## src/rtl/mgt_pkg.sv

```systemverilog
// shared types and constants of the multicast group table
package mgt_pkg;

  localparam int unsigned ADDR_W   = 32;
  localparam int unsigned STATUS_W = 2;
  localparam int unsigned SLOT_W   = 3;

  // result status codes
  localparam logic [STATUS_W-1:0] ST_OK         = 2'd0;
  localparam logic [STATUS_W-1:0] ST_INVALID    = 2'd1;
  localparam logic [STATUS_W-1:0] ST_FULL       = 2'd2;
  localparam logic [STATUS_W-1:0] ST_NOT_MEMBER = 2'd3;

  // command codes
  localparam logic OP_LOOKUP = 1'b0;
  localparam logic OP_JOIN   = 1'b1;

  // all-systems group 224.0.0.1 and the multicast prefix
  localparam logic [ADDR_W-1:0] ALL_SYSTEMS_ADDR = 32'hE000_0001;
  localparam logic [3:0]        MCAST_NIBBLE     = 4'hE;

  // controller to datapath
  typedef struct packed {
    logic start;   // latch item, clear scan state
    logic scan;    // read one slot, advance the slot counter
    logic commit;  // load result register, store a new group
  } mgt_cmd_t;

  // datapath to controller
  typedef struct packed {
    logic scan_last;  // slot counter points at the last slot
    logic out_free;   // result register can take a beat this cycle
  } mgt_sts_t;

endpackage

```

## src/rtl/mgt_if.sv

```systemverilog
// valid/ready channel interfaces for request and result beats
interface mgt_in_if;
  logic        valid;
  logic        ready;
  logic        command;
  logic [31:0] group_address;

  modport source (output valid, output command, output group_address, input ready);
  modport sink (input valid, input command, input group_address, output ready);
endinterface

interface mgt_out_if;
  logic        valid;
  logic        ready;
  logic [1:0]  status;
  logic [2:0]  slot_index;
  logic        announce_join;
  logic [31:0] announce_address;

  modport source (output valid, output status, output slot_index, output announce_join,
                  output announce_address, input ready);
  modport sink (input valid, input status, input slot_index, input announce_join,
                input announce_address, output ready);
endinterface

```

## src/rtl/mgt_ctrl.sv

```systemverilog
// control state machine: accept, scan slots, drain compare, decide
module mgt_ctrl (
  input  logic             clk,
  input  logic             rst_n,
  input  logic             in_valid,
  output logic             in_ready,
  input  mgt_pkg::mgt_sts_t sts,
  output mgt_pkg::mgt_cmd_t cmd
);
  import mgt_pkg::*;

  localparam logic [1:0] S_IDLE   = 2'd0;
  localparam logic [1:0] S_SCAN   = 2'd1;
  localparam logic [1:0] S_DRAIN  = 2'd2;
  localparam logic [1:0] S_DECIDE = 2'd3;

  logic [1:0] state_r;
  logic [1:0] state_nxt;

  always_comb begin
    state_nxt  = state_r;
    cmd.start  = 1'b0;
    cmd.scan   = 1'b0;
    cmd.commit = 1'b0;
    in_ready   = 1'b0;
    unique case (state_r)
      S_IDLE: begin
        in_ready  = 1'b1;
        cmd.start = in_valid;
        if (in_valid) begin
          state_nxt = S_SCAN;
        end
      end
      S_SCAN: begin
        cmd.scan = 1'b1;
        if (sts.scan_last) begin
          state_nxt = S_DRAIN;
        end
      end
      S_DRAIN: begin
        state_nxt = S_DECIDE;
      end
      S_DECIDE: begin
        cmd.commit = sts.out_free;
        if (sts.out_free) begin
          state_nxt = S_IDLE;
        end
      end
      default: begin
        state_nxt = S_IDLE;
      end
    endcase
  end

  always_ff @(posedge clk) begin
    if (!rst_n) begin
      state_r <= S_IDLE;
    end else begin
      state_r <= state_nxt;
    end
  end

endmodule

```

## src/rtl/mgt_dp.sv

```systemverilog
// datapath: slot memory, scan compare, decision and result register
module mgt_dp #(
  parameter int unsigned GROUP_SLOTS = 8
) (
  input  logic              clk,
  input  logic              rst_n,
  input  mgt_pkg::mgt_cmd_t cmd,
  output mgt_pkg::mgt_sts_t sts,
  input  logic              in_command,
  input  logic [31:0]       in_group_address,
  output logic              out_valid,
  input  logic              out_ready,
  output logic [1:0]        out_status,
  output logic [2:0]        out_slot_index,
  output logic              out_announce_join,
  output logic [31:0]       out_announce_address
);
  import mgt_pkg::*;

  localparam int unsigned IDX_W = (GROUP_SLOTS > 1) ? $clog2(GROUP_SLOTS) : 1;
  localparam logic [IDX_W-1:0] LAST_IDX = IDX_W'(GROUP_SLOTS - 1);

  logic [ADDR_W-1:0]      mem [GROUP_SLOTS];
  logic [GROUP_SLOTS-1:0] vld_r;

  logic              item_cmd_r;
  logic [ADDR_W-1:0] item_addr_r;
  logic [IDX_W-1:0]  cnt_r;

  logic [ADDR_W-1:0] rd_data_r;
  logic              rd_slot_vld_r;
  logic              cmp_en_r;
  logic [IDX_W-1:0]  cmp_idx_r;

  logic              hit_found_r;
  logic [IDX_W-1:0]  hit_idx_r;
  logic              free_found_r;
  logic [IDX_W-1:0]  free_idx_r;

  logic                out_valid_r;
  logic [STATUS_W-1:0] out_status_r;
  logic [SLOT_W-1:0]   out_slot_r;
  logic                out_ann_r;
  logic [ADDR_W-1:0]   out_addr_r;

  logic [ADDR_W-1:0]   entry;
  logic                addr_bad;
  logic [STATUS_W-1:0] res_status;
  logic [IDX_W-1:0]    res_idx;
  logic                res_ok;
  logic                res_store;
  logic [31:0]         res_idx_ext;

  assign sts.scan_last = (cnt_r == LAST_IDX);
  assign sts.out_free  = !out_valid_r || out_ready;

  // never-written slots read as free
  assign entry = rd_slot_vld_r ? rd_data_r : '0;

  assign addr_bad = (item_addr_r[ADDR_W-1 -: 4] != MCAST_NIBBLE) ||
                    (item_addr_r == ALL_SYSTEMS_ADDR);

  always_comb begin
    res_status = ST_OK;
    res_idx    = '0;
    res_ok     = 1'b0;
    res_store  = 1'b0;
    priority if (item_cmd_r == OP_LOOKUP) begin
      if (hit_found_r) begin
        res_ok  = 1'b1;
        res_idx = hit_idx_r;
      end else begin
        res_status = ST_NOT_MEMBER;
      end
    end else if (addr_bad) begin
      res_status = ST_INVALID;
    end else if (hit_found_r) begin
      res_ok  = 1'b1;
      res_idx = hit_idx_r;
    end else if (free_found_r) begin
      res_ok    = 1'b1;
      res_idx   = free_idx_r;
      res_store = 1'b1;
    end else begin
      res_status = ST_FULL;
    end
  end

  assign res_idx_ext = 32'(res_idx);

  // slot memory
  always_ff @(posedge clk) begin
    if (cmd.commit && res_store) begin
      mem[free_idx_r] <= item_addr_r;
    end
    if (cmd.scan) begin
      rd_data_r <= mem[cnt_r];
    end
  end

  always_ff @(posedge clk) begin
    if (!rst_n) begin
      vld_r <= '0;
    end else if (cmd.commit && res_store) begin
      vld_r[free_idx_r] <= 1'b1;
    end
  end

  always_ff @(posedge clk) begin
    if (cmd.scan) begin
      rd_slot_vld_r <= vld_r[cnt_r];
      cmp_idx_r     <= cnt_r;
    end
    if (cmd.start) begin
      item_cmd_r  <= in_command;
      item_addr_r <= in_group_address;
    end
  end

  always_ff @(posedge clk) begin
    if (!rst_n) begin
      cnt_r        <= '0;
      cmp_en_r     <= 1'b0;
      hit_found_r  <= 1'b0;
      free_found_r <= 1'b0;
      hit_idx_r    <= '0;
      free_idx_r   <= '0;
    end else begin
      cmp_en_r <= cmd.scan;
      if (cmd.start) begin
        cnt_r        <= '0;
        hit_found_r  <= 1'b0;
        free_found_r <= 1'b0;
      end else begin
        if (cmd.scan) begin
          cnt_r <= cnt_r + 1'b1;
        end
        if (cmp_en_r) begin
          if (!hit_found_r && entry == item_addr_r) begin
            hit_found_r <= 1'b1;
            hit_idx_r   <= cmp_idx_r;
          end
          if (!free_found_r && entry == '0) begin
            free_found_r <= 1'b1;
            free_idx_r   <= cmp_idx_r;
          end
        end
      end
    end
  end

  // result register
  always_ff @(posedge clk) begin
    if (!rst_n) begin
      out_valid_r <= 1'b0;
    end else if (cmd.commit) begin
      out_valid_r <= 1'b1;
    end else if (out_ready) begin
      out_valid_r <= 1'b0;
    end
  end

  always_ff @(posedge clk) begin
    if (cmd.commit) begin
      out_status_r <= res_status;
      out_slot_r   <= res_ok ? res_idx_ext[SLOT_W-1:0] : '0;
      out_ann_r    <= res_store;
      out_addr_r   <= res_store ? item_addr_r : '0;
    end
  end

  assign out_valid            = out_valid_r;
  assign out_status           = out_status_r;
  assign out_slot_index       = out_slot_r;
  assign out_announce_join    = out_ann_r;
  assign out_announce_address = out_addr_r;

endmodule

```

## src/rtl/multicast_group_table_core.sv

```systemverilog
// top level of the multicast group membership table
// a result beat is offered after all slots are scanned, the compare stage drains and
// the decide state commits once the result register is free; requests are taken one at
// a time, only in idle, paced by the one-slot-per-cycle scan of the single-port memory
// the result register lets the next request in while a result waits to be taken
// reset: synchronous, active low; all slots read as free right after reset
module multicast_group_table_core #(
  parameter int unsigned GROUP_SLOTS = 8
) (
  input  logic  clk,
  input  logic  rst_n,
  mgt_in_if.sink    in_ch,
  mgt_out_if.source out_ch
);
  import mgt_pkg::*;

  // command and status between control and datapath
  mgt_cmd_t cmd;
  mgt_sts_t sts;

  // sequencer: idle -> scan every slot -> drain the compare stage -> decide
  mgt_ctrl u_ctrl (
    .clk      (clk),
    .rst_n    (rst_n),
    .in_valid (in_ch.valid),
    .in_ready (in_ch.ready),
    .sts      (sts),
    .cmd      (cmd)
  );

  // slot memory with per-slot valid bits, first-hit and first-free tracking,
  // result register feeding the out channel
  mgt_dp #(
    .GROUP_SLOTS (GROUP_SLOTS)
  ) u_dp (
    .clk                  (clk),
    .rst_n                (rst_n),
    .cmd                  (cmd),
    .sts                  (sts),
    .in_command           (in_ch.command),
    .in_group_address     (in_ch.group_address),
    .out_valid            (out_ch.valid),
    .out_ready            (out_ch.ready),
    .out_status           (out_ch.status),
    .out_slot_index       (out_ch.slot_index),
    .out_announce_join    (out_ch.announce_join),
    .out_announce_address (out_ch.announce_address)
  );

  // an announced group is always a valid multicast address
  a_ann_addr_valid: assert property (@(posedge clk) disable iff (!rst_n)
    (out_ch.valid && out_ch.announce_join) |->
      (out_ch.announce_address[31:28] == MCAST_NIBBLE &&
       out_ch.announce_address != ALL_SYSTEMS_ADDR))
    else $error("announced address is not a joinable group");

  // failed requests carry no slot and no announce
  a_fail_clean: assert property (@(posedge clk) disable iff (!rst_n)
    (out_ch.valid && out_ch.status != ST_OK) |->
      (out_ch.slot_index == '0 && !out_ch.announce_join && out_ch.announce_address == '0))
    else $error("failed request carries slot or announce");

  // no address is reported without an announce
  a_addr_needs_ann: assert property (@(posedge clk) disable iff (!rst_n)
    (out_ch.valid && !out_ch.announce_join) |-> (out_ch.announce_address == '0))
    else $error("announce address without announce");

  // a request beat starts a scan, so the request side closes next cycle
  a_busy_after_accept: assert property (@(posedge clk) disable iff (!rst_n)
    (in_ch.valid && in_ch.ready) |=> (!in_ch.ready && cmd.scan))
    else $error("scan did not start after request beat");

endmodule
```

## src/flat_wrapper.sv

```systemverilog
// flat-port wrapper written by rule: the top's interface ports become plain ports
module multicast_group_table_core_flat import mgt_pkg::*;
#(
  parameter int unsigned GROUP_SLOTS = 8
)
  (clk, rst_n, in_ch_valid, in_ch_command, in_ch_group_address, in_ch_ready, out_ch_valid, out_ch_status, out_ch_slot_index, out_ch_announce_join, out_ch_announce_address, out_ch_ready);
  mgt_in_if in_ch_i ();
  mgt_out_if out_ch_i ();
  input  logic clk;
  input  logic rst_n;
  input wire logic [$bits(in_ch_i.valid)-1:0] in_ch_valid;
  input wire logic [$bits(in_ch_i.command)-1:0] in_ch_command;
  input wire logic [$bits(in_ch_i.group_address)-1:0] in_ch_group_address;
  output wire logic [$bits(in_ch_i.ready)-1:0] in_ch_ready;
  output wire logic [$bits(out_ch_i.valid)-1:0] out_ch_valid;
  output wire logic [$bits(out_ch_i.status)-1:0] out_ch_status;
  output wire logic [$bits(out_ch_i.slot_index)-1:0] out_ch_slot_index;
  output wire logic [$bits(out_ch_i.announce_join)-1:0] out_ch_announce_join;
  output wire logic [$bits(out_ch_i.announce_address)-1:0] out_ch_announce_address;
  input wire logic [$bits(out_ch_i.ready)-1:0] out_ch_ready;
  assign in_ch_i.valid = in_ch_valid;
  assign in_ch_i.command = in_ch_command;
  assign in_ch_i.group_address = in_ch_group_address;
  assign in_ch_ready = in_ch_i.ready;
  assign out_ch_valid = out_ch_i.valid;
  assign out_ch_status = out_ch_i.status;
  assign out_ch_slot_index = out_ch_i.slot_index;
  assign out_ch_announce_join = out_ch_i.announce_join;
  assign out_ch_announce_address = out_ch_i.announce_address;
  assign out_ch_i.ready = out_ch_ready;
  multicast_group_table_core #(.GROUP_SLOTS(GROUP_SLOTS)) u_core (.clk(clk), .rst_n(rst_n), .in_ch(in_ch_i), .out_ch(out_ch_i));
endmodule
```

## config.mk

```make
export PLATFORM = sky130hd
export DESIGN_NAME = multicast_group_table_core_flat
export DESIGN_NICKNAME = d
export VERILOG_FILES = /design/src/rtl/mgt_pkg.sv /design/src/rtl/mgt_if.sv /design/src/rtl/mgt_ctrl.sv /design/src/rtl/mgt_dp.sv /design/src/rtl/multicast_group_table_core.sv /design/src/flat_wrapper.sv
export SDC_FILE = /design/constraint.sdc
export NUM_CORES = 1
export LEC_CHECK = 0
export BUFFER_PORTS_ARGS = -buffer_cell sky130_fd_sc_hd__clkbuf_2
export CAP_MARGIN = 0
export CORE_MARGIN = 5
export CORE_UTILIZATION = 45
export CTS_CLUSTER_SIZE = 8
export DETAILED_ROUTE_END_ITERATION = 8
export MAX_ROUTING_LAYER = met4
export PLACE_DENSITY = 0.68
export SYNTH_ARGS = -nofsm -noshare
export SYNTH_HDL_FRONTEND = slang
export SYNTH_HIERARCHICAL = 1
export SYNTH_SLANG_ARGS = --single-unit
```

## constraint.sdc

```tcl
create_clock -name clk -period 10.9 [get_ports clk]
set_input_delay 3.27 -clock clk [delete_from_list [all_inputs] [get_ports clk]]
set_output_delay 3.27 -clock clk [all_outputs]
set_load 0.005 [all_outputs]
```

Word level (Yosys, flattened, before mapping). Memory sizes are Yosys's and may differ from the RTL's. A register that Yosys moved wholly into a read port is not among the register bits. Index checks and enable logic that the tools add are counted.

Register bits after elaboration: 98. Memories kept: 1. Bits in latches: 0. Bits in writable memories: 256. Logic and storage cells: 88. Bits in read-only memories: 0.

Memory list: u_core.u_dp.mem (words 8, bits a word 32, rd ports 1, clocked after memory_dff 1, wr ports 1, line mgt_dp.sv:23) `logic [ADDR_W-1:0] mem [GROUP_SLOTS];`.

Add/sub/neg operators: 1. Bitwise logic cells: 3. Reduce and logical (&&, ||, !) cells: 18. Shift-type cells: 0. Multiplexer cells: 35. Order comparisons: 3. Multipliers: 0. Divide/modulo/power cells: 0. Equal/unequal tests: 10.

Operators by type and width (count): $eq A32 B32 Y1 (1); $eq A32 B32 Y1 const B (1); $logic_not A32 Y1 (1); $mux W32 (1); $mux W1 (18); $mux W2 (8); $mux W3 (5); $reduce_and A3 Y1 (3); $lt A3 B4 Y1 const B (2); $or A8 B8 Y8 (1); $pmux W2 S4 (1); $eq A2 B2 Y1 const B (2); $logic_and A1 B1 Y1 (4); $ne A2 B2 Y1 const B (2); $ne A4 B4 Y1 const B (1); $reduce_and A2 Y1 (2); $add A3 B1 Y3 const B (1); $bmux W1 S3 (1); $demux W1 S3 (1); $eq A3 B3 Y1 const B (1); $ge A3 B1 Y1 const B (1); $logic_not A1 Y1 (3); $eq A2 B1 Y1 const B (1); $logic_not A2 Y1 (1); other kinds (5) (7).

Logic depth before layout (Yosys ltp). Gate-level depths: netlist (run 1).

Word-level depth: 7. Gate-level depth with buffers: 9.

Hierarchy. Netlist (run 1), hierarchy kept.

By module, submodules not included: mgt_dp (area an instance 14813.0 um^2, sequential area each 11320.9 um^2, times used 1, cells each 747); mgt_ctrl (area an instance 181.4 um^2, sequential area each 40.0 um^2, times used 1, cells each 21).

Worst setup path before layout (run 1). OpenSTA, ideal clock, no wires.

Path kind: input port to flip-flop. Start point: in out_ch_ready. End point: mem u_core.u_dp.mem[4][0] (enable). Stages on the path: 4. Path buffers: 0. Path slack: 2.689 ns. Arrival: 7.694 ns. Required time: 10.384 ns. Cells stage by stage: nand2b_1 and2_2 nand2_1 nor4b_1.

RTL lines: from (decl) (line flat_wrapper.sv:20) `input wire logic [$bits(out_ch_i.ready)-1:0] out_ch_ready;`; to (decl) (line mgt_dp.sv:23).

==> flow_summary.toml, run 1 <==
[outcome]
status = "completed"

[placed_design]
portBuffers = 76
place_area_mm2 = 0.01596
gp_congestion = 0.8551
hpwlAfterDp_um = 18050

[timing]
finalSetupViolations = 0
finalClockSkew_ns = 0.02922
finalCritPeriodShare_pct = 47.86
max_freq_ghz = 0.1917
slew_headroom_pct = 25.95
min_period_ns = 5.216
rsz0062_at_grt = "no"
hold_viol = 0
worstMarginPinSlew_ns = 1.111
fin_setup_tns_ns = 0
drv_slew = 0

[routing]
drt_first_pass_iters = 6
post-route-drc-count = 0
wl_per_cell_um = 23.40
first_iter_violations = 669
viasPerCell = 5.681
antenna_left = 0
totalWireLength_um = 31520
vias = 7652

[global_route]
globalRouteTotalUtil_pct = 17.82
first_global_vias = 7888
grt_remaining_overflow = 0
grt_max_degree = 70
antenna_found_initial = 0
grt_pass1_wl_um = 47990

[clock_tree]
cts-buffers-inserted = 54
cts_setup_buffers = 0
htree_levels = 2
clk_latency_ns = 0.56
cts-root-buf = "clkbuf_16"
path_clk_slew_ns = 0.05
cts.sinks = 386
clk_path_buf_depth = 3
cts-hold-fix-buffers = 0
cts_resized = 0
cts_tree = "built"

[finish]
layout.nets = 926
fin_area_mm2 = 0.01745
area_delta_synth_final_pct = 16.38
drive_gt1_share_pct = 29.42

[floorplanning]
die_h_um = 192.5
initial_core_util_pct = 45.85
die_w_um = 192.5
die_area_mm2 = 0.03707
io-pin-count = 77
core_region_area_mm2 = 0.03270
rows = 66

[critical_path]
arrival_ns = 5.39
start_kind = "primary input"
crit_fanout = 41
r2r_slack_ns = 7.45
path_class = "in2reg"
critPathCaptureType = "flip-flop"
required_ns = 11.08

[yosys]
avgSynthCellArea_um2 = 19.52
synthFlopType = "edfxtp_1"
yosys-top-cells-area = "edfxtp_1 (73%), mux4_2 (9.9%), dfxtp_1 (3.1%)"
async_flop_share_pct = 0
netlist_instances = 768
synth_top_cell_by_area = "edfxtp_1"
synth_top_area_share_pct = 72.70
netlist_area_mm2 = 0.01499
synth_seq_cells = 386
synth-seq-area-share_pct = 75.77
ys_warn_count = 6
synth.net_count = 812
synth-edff-count = 363
ys_types = 55

[power]
leakagePower_uw = 0.005751
powerDensity_mw_per_mm2 = 219.0
irDropWorstVdd_mv = 0.1861

[run]
maxCapViolations = 0

[min_path]
hold_path.class = "reg2reg"
-- placed cells by master, fill, tap and decap left out, types with 6 or more instances in the layout --
master,Yosys,routed
o21a_1,14,14
clkbuf_2,0,76
mux4_2,66,66
and2_1,32,31
edfxtp_1,363,363
clkbuf_16,0,55
ha_1,7,6
nand3_1,9,9
o22ai_1,10,10
nor4_1,18,17
dfxtp_1,23,20
o21ai_0,6,6
nor2_1,12,11
clkbuf_1,20,20
a21oi_1,7,7
inv_1,25,25
mux2i_1,7,7
mux2_2,33,33
a21boi_1,6,6
buf_4,2,15
nand2_1,17,17
-- power breakdown --
part,internal [uW],switching (uW)
Clock,909,572
Sequential,1790,165
Combinational,185,199
-- worst paths after layout --
kind,startpoint,endpoint,cells past startpoint
setup reg to reg,u_core/u_dp/item_addr_r[24]$_DFFE_PP_,u_core/u_dp/mem[4][28]$_DFFE_PP_,6
setup / recovery,out_ch_ready,u_core/u_dp/mem[4][28]$_DFFE_PP_,7
hold reg to reg,u_core/u_dp/vld_r[2]$_SDFFE_PN0P_,u_core/u_dp/vld_r[2]$_SDFFE_PN0P_,1
hold / removal,u_core/u_dp/vld_r[2]$_SDFFE_PN0P_,u_core/u_dp/vld_r[2]$_SDFFE_PN0P_,1
-- synth_stat cells (6+ instances only) --
cell type  number
clkbuf_1       20
mux2i_1         7
and2_1         32
mux2_2         33
buf_1           6
nand3_1         9
o22ai_1        10
edfxtp_1      363
nor3_1          6
nor2_1         12
o21a_1         14
dfxtp_1        23
nor4_1         18
a21boi_1        6
a21oi_1         7
mux4_2         66
o21ai_0         6
inv_1          25
ha_1            7
nand2_1        17
-- per-layer routing --
layer	vias up	GRT usage [%]	routed length, um
li1	3340	-	-
met1	3942	24.68	13590
met2	329	27.80	15140
met3	41	3.527	2379
met4	0	4.114	419
met5	-	-	0
-- sequential cells by signal, indices dropped and copies added (netlist names), 8 cells and up --
signal,flops
u_core/u_dp/vld_r,8
u_core/u_dp/out_announce_address,32
u_core/u_dp/rd_data_r,32
u_core/u_dp/mem,256
u_core/u_dp/item_addr_r,32
-- area by class of cell --
class	instances	area, um2
Antenna cell	1	2.502
Clock buffer	75	1451
Clock inverter	3	37.54
Fill cell	2613	15250
Inverter	25	93.84
Multi-Input combinational cell	324	3452
Sequential cell	386	11370
Tap cell	442	553.0
Timing Repair Buffer	91	493.0
-- kinds of logic after synthesis --
family / Yosys count / synth area share, %
AOI/OAI and AO/OA: 71 / 3.538
DFF: 386 / 75.77
adders and majority gates: 7 / 0.5841
and+or+nand+nor: 131 / 5.215
muxes: 106 / 12.86
buffers and inverters: 58 / 1.544
xor gates and xnor gates: 8 / 0.4673
other: 1 / 0.02501
-- stage by stage --
stage | hold slack [ns] | setup slack [ns] | total power (uW) | utilization (%) | cells
after floorplan | 0.4348 | 2.689 | 2203 | - | 768
after global placement | 0.4413 | 5.225 | 2362 | 48.80 | 1268
after detailed placement | 0.4555 | 5.171 | 2373 | 48.80 | 1268
after CTS | 0.4681 | 5.680 | 3866 | 53.36 | 1346
after global routing | 0.4828 | 5.514 | 3981 | 53.36 | 1346
final | 0.4695 | 5.684 | 3821 | 53.36 | 1347
-- critical path, stage by stage --
cell and delay [ns]:
clkbuf_2 0.07, nand2b_1 0.12, and2_2 0.15, buf_4 0.50, nand2_1 0.29, nor4b_2 0.44, buf_4 0.52
Power figures use the tool's default switching activity.
==> run 2: changes to the inputs <==
==> constraint.sdc (replaced) <==
create_clock -name clk -period 5.4 [get_ports clk]
set_input_delay 1.62 -clock clk [delete_from_list [all_inputs] [get_ports clk]]
set_output_delay 1.62 -clock clk [all_outputs]
set_load 0.005 [all_outputs]
==> run 2 against run 1 <==
Against the previous run:
- clock power grew 98%
- flip-flop and latch count stayed put
- clock skew decreased by 0.017 ns
- routed wire length is 4.1% higher
- combinational power up 100%
- count of clock-buffer cells in the layout is 11 lower
- critical path type unchanged
==> flow_summary.toml, run 2 (same netlist as run 1, synthesis figures left out) <==
[routing]
viasPerCell = 5.721
antenna_left = 0
post-route-drc-count = 0
totalWireLength_um = 32820
wl_per_cell_um = 24.51
vias = 7660
first_iter_violations = 764
drt_first_pass_iters = 5

[clock_tree]
cts-root-buf = "clkbuf_16"
cts_tree = "built"
cts-hold-fix-buffers = 0
cts.sinks = 386
path_clk_slew_ns = 0.05
cts_resized = 0
cts-buffers-inserted = 54
htree_levels = 2
clk_latency_ns = 0.55
clk_path_buf_depth = 3
cts_setup_buffers = 0

[run]
maxCapViolations = 0

[critical_path]
crit_chain = "clkbuf_2, nand2b_1, and2_2, nand3_1, nor2_4, buf_4"
crit_fanout = 21
r2r-start = "u_core/u_dp/rd_slot_vld_r$_DFFE_PP_"
slowest_stage = "nor2_4"
path_buf_inv = 2
critPathCaptureType = "flip-flop"
start_kind = "primary input"
arrival_ns = 3.46
crit_start = "out_ch_ready"
path_class = "in2reg"
cp_slowest_stage_delay_ns = 0.45
critPathTopFamily = "simple AND/OR/NAND/NOR gates"
required_ns = 5.61

[placed_design]
gp_congestion = 0.8344
hpwlAfterDp_um = 19150
place_area_mm2 = 0.01602
portBuffers = 76
place_ws_ns = 1.571

[finish]
layout.nets = 930
largest_reg_flops = 256
final_common_cell = "edfxtp_1"
fin_area_mm2 = 0.01746
n_antenna_cell = 0
area_delta_synth_final_pct = 16.46
fill_cells = 2562
drive_gt1_share_pct = 30.10
layout_common_cells = "edfxtp_1 (363), clkbuf_2 (76), mux4_2 (66)"
regMostFlops = "u_core/u_dp/mem"

[floorplanning]
initial_core_util_pct = 45.85
die_area_mm2 = 0.03707
die_w_um = 192.5
io-pin-count = 77
die_h_um = 192.5
core_region_area_mm2 = 0.03270
rows = 66

[min_path]
worstHoldStart = "u_core/u_dp/vld_r[6]$_SDFFE_PN0P_"
hold_path.class = "reg2reg"

[timing]
finalClockSkew_ns = 0.01248
slew_headroom_pct = 23.16
finalCritPeriodShare_pct = 60.19
drv_slew = 0
min_period_ns = 3.250
max_freq_ghz = 0.3077
finalWorstSetupSlack_ns = 2.150
hold_viol = 0
rsz0062_at_grt = "no"
worstMarginPinSlew_ns = 1.153
finalSetupViolations = 0

[power]
leakagePower_uw = 0.005760
irDropWorstVdd_mv = 0.2250
powerDensity_mw_per_mm2 = 439.5

[global_route]
grt_pass1_wl_um = 48920
first_global_vias = 7851
grt_max_degree = 42
grt_remaining_overflow = 0
top_usage_layer = "met2"
gr-usage-met3_pct = 3.636
antenna_found_initial = 0
globalRouteTotalUtil_pct = 18.44
met1_usage_pct = 25.31
grtUsageMet2_pct = 28.73

[outcome]
status = "completed"
run 2: changes by cell type in the layout (fill, tap and decap cells not counted):
cell	before	now
buf_4	15	19
clkbuf_1	20	9
diode_2	1	0
nor4_2	1	0
nor4_4	0	1
nor4b_2	2	0
nor4b_4	0	2
run 2: worst register-to-register path: stages, from the launching register on:
cell and delay (ns):
edfxtp_1 0.68, buf_4 0.36, a21boi_1 0.14, a2111oi_2 0.40
nand4_1 0.12, or4_1 0.67, or4b_1 0.57, a21oi_1 0.16
run 2: area by class of cell:
| type | instances | area, um2 | area share (%) |
|---|---|---|---|
| clock buffer | 64 | 1410 | 8.075 |
| clock inverter | 3 | 37.54 | 0.2149 |
| inverter | 25 | 93.84 | 0.5374 |
| multi-input combinational | 324 | 3478 | 19.92 |
| sequential | 386 | 11370 | 65.09 |
| tap | 442 | 553.0 | 3.167 |
| timing repair buffer | 95 | 523.0 | 2.995 |
run 2: per-stage QoR:
stage | hold slack [ns] | utilization (%) | total power, uW | TNS, ns | std cells
2_1_floorplan | 0.4348 | - | 4447 | -9.441 | 768
3_3_place_gp | 0.4448 | 48.97 | 4799 | 0 | 1272
3_5_place_dp | 0.4557 | 48.97 | 4813 | 0 | 1272
4_1_cts | 0.4678 | 53.40 | 7753 | 0 | 1339
5_1_grt | 0.5016 | 53.40 | 7993 | 0 | 1339
6_report | 0.4687 | 53.40 | 7674 | 0 | 1339
run 2: where the power goes:
group	internal, uW	total (uW)	switching [uW]	leakage [uW]
Clock	1800	2930	1130	0.000707
Combinational	375	766	392	0.00152
Sequential	3620	3980	365	0.00354
run 2: final timing paths:
| kind | to | slack, ns | depth (start not counted) |
|---|---|---|---|
| setup reg to reg | u_core/u_dp/hit_found_r$_SDFFE_PP0P_ | 2.22 | 7 |
| hold / removal | u_core/u_dp/vld_r[6]$_SDFFE_PN0P_ | 0.47 | 1 |
| hold reg to reg | u_core/u_dp/vld_r[6]$_SDFFE_PN0P_ | 0.47 | 1 |
| setup / recovery | u_core/u_dp/mem[7][3]$_DFFE_PP_ | 2.15 | 6 |
run 2: routing by layer:
layer / routed length (um) / up-vias
met5: 0 / -
met4: 750 / 0
met3: 2404 / 75
met2: 15550 / 320
met1: 14120 / 3923
li1: - / 3342
==> run 3: changes to the inputs <==
==> constraint.sdc (replaced) <==
create_clock -name clk -period 3.2 [get_ports clk]
set_input_delay 0.96 -clock clk [delete_from_list [all_inputs] [get_ports clk]]
set_output_delay 0.96 -clock clk [all_outputs]
set_load 0.005 [all_outputs]
==> run 3 against run 2 <==
Against the previous run:
- final area rose by 2.6%
- hold slack got worse by 0.0085 ns
- routed wire length is 8.5% higher
- non-clock buffer count up 43
- power grew 72%
- clock skew fell by 0.00088 ns
- critical path type is now reg2reg
- largest cell class unchanged
- largest power group unchanged
==> flow_summary.toml, run 3 (same netlist as run 1, synthesis figures left out) <==
[routing]
viasPerCell = 5.634
drt_first_pass_iters = 5
wl_per_cell_um = 25.59
vias = 7843
first_iter_violations = 872
post-route-drc-count = 0
totalWireLength_um = 35620
antenna_left = 0

[global_route]
grt_pass1_wl_um = 52450
first_global_vias = 8035
antenna_found_initial = 1
grt_max_degree = 38
globalRouteTotalUtil_pct = 20.08
grt_remaining_overflow = 0

[critical_path]
arrival_ns = 3.56
critPathCaptureType = "flip-flop"
path_class = "reg2reg"
crit_chain = "buf_4, nand2_1, a22oi_1, nand4_1, or4_1, or4b_1, a21oi_1"
critPathTopFamily = "simple AND/OR/NAND/NOR gates"
start_kind = "flip-flop"
crit_fanout = 21
crit_cells = 7
rr_worst_depth = 7
r2r-start = "u_core/u_dp/rd_slot_vld_r$_DFFE_PP_"
crit_end = "u_core/u_dp/hit_found_r$_SDFFE_PP0P_"
cp_slowest_stage_delay_ns = 0.83
r2r_slack_ns = 0.10
required_ns = 3.67
crit_start = "u_core/u_dp/rd_slot_vld_r$_DFFE_PP_"
slowest_stage = "edfxtp_1"
path_buf_inv = 1
r2r_end = "u_core/u_dp/hit_found_r$_SDFFE_PP0P_"

[clock_tree]
cts-root-buf = "clkbuf_16"
cts_resized = 0
cts_tree = "built"
cts.sinks = 386
cts_setup_buffers = 0
path_clk_slew_ns = 0.05
clk_path_buf_depth = 3
cts-buffers-inserted = 54
clk_latency_ns = 0.54
cts-hold-fix-buffers = 0
htree_levels = 2

[timing]
max_freq_ghz = 0.3230
fin_setup_tns_ns = 0
rsz0062_at_grt = "no"
min_period_ns = 3.096
worstMarginPinSlew_ns = 0.9525
finalSetupViolations = 0
finalClockSkew_ns = 0.01160
drv_slew = 0
finalCritPeriodShare_pct = 96.75
hold_viol = 0
slew_headroom_pct = 36.29

[outcome]
status = "completed"

[finish]
fin_util_pct = 54.81
area_delta_synth_final_pct = 19.53
fin_area_mm2 = 0.01792
final_common_cell = "edfxtp_1"
drive_gt1_share_pct = 33.05
layout_common_cells = "edfxtp_1 (363), clkbuf_2 (76), mux4_2 (66)"
regMostFlops = "u_core/u_dp/mem"
n_antenna_cell = 0
layout.nets = 973
largest_reg_flops = 256

[power]
irDropWorstVdd_mv = 0.3547
leakagePower_uw = 0.005976
powerDensity_mw_per_mm2 = 736.7

[floorplanning]
die_w_um = 192.5
die_area_mm2 = 0.03707
core_region_area_mm2 = 0.03270
initial_core_util_pct = 45.85
die_h_um = 192.5
io-pin-count = 77
rows = 66

[min_path]
hold_path.class = "reg2reg"
hold_depth = 1

[placed_design]
portBuffers = 76
hpwlAfterDp_um = 22760
place_area_mm2 = 0.01647
gp_congestion = 0.9257

[run]
maxCapViolations = 0
-- run 3: final cells by class --
cell class | count | area, um2
Timing Repair Buffer | 138 | 920.9
Multi-Input combinational cell | 324 | 3533
Clock buffer | 75 | 1430
Fill cell | 2544 | 14780
Tap cell | 442 | 553.0
Inverter | 25 | 93.84
Clock inverter | 2 | 23.77
Sequential cell | 386 | 11370
-- run 3: routing by layer --
| metal | part of all wire (%) | global-route usage [%] | vias up |
|---|---|---|---|
| met1 | 42 | 27.67 | 4042 |
| met2 | 49 | 31.64 | 320 |
| met4 | 1.8 | 4.717 | 0 |
| met5 | 0 | - | - |
| li1 | - | - | 3435 |
| met3 | 7.3 | 3.745 | 46 |
-- run 3: worst min path at each step --
stage	from	to	slack [ns]
after floorplan	u_core/u_dp/cnt_r[0]$_SDFFE_PP0P_	u_core/u_dp/cmp_idx_r[0]$_DFFE_PP_	0.43
after global placement	u_core/u_dp/vld_r[6]$_SDFFE_PN0P_	u_core/u_dp/vld_r[6]$_SDFFE_PN0P_	0.44
after detailed placement	u_core/u_dp/vld_r[6]$_SDFFE_PN0P_	u_core/u_dp/vld_r[6]$_SDFFE_PN0P_	0.45
after CTS	u_core/u_dp/vld_r[6]$_SDFFE_PN0P_	u_core/u_dp/vld_r[6]$_SDFFE_PN0P_	0.46
after global routing	u_core/u_dp/vld_r[6]$_SDFFE_PN0P_	u_core/u_dp/vld_r[6]$_SDFFE_PN0P_	0.49
final	u_core/u_dp/vld_r[6]$_SDFFE_PN0P_	u_core/u_dp/vld_r[6]$_SDFFE_PN0P_	0.46
-- run 3: worst reg2reg max path, stage by stage, from the launching register on --
cell,delay [ns]
edfxtp_1,0.83
buf_4,0.34
nand2_1,0.07
a22oi_1,0.28
nand4_1,0.13
or4_1,0.68
or4b_1,0.56
a21oi_1,0.14
-- run 3: where the power goes --
| part | internal, uW | switching, uW |
|---|---|---|
| clock network | 3040 | 1930 |
| registers | 6090 | 270 |
| logic | 778 | 1090 |
| total | 9900 | 3300 |
-- run 3: metrics by stage --
stage | instances | setup slack, ns | hold WS, ns | total power [uW]
3_5_place_dp | 1315 | 0.2111 | 0.4483 | 8326
5_1_grt | 1392 | 0.01157 | 0.4939 | 13700
2_1_floorplan | 768 | -0.02146 | 0.4348 | 7516
6_report | 1392 | 0.1040 | 0.4601 | 13200
3_3_place_gp | 1315 | 0.2359 | 0.4429 | 8287
4_1_cts | 1392 | 0.1945 | 0.4604 | 13300
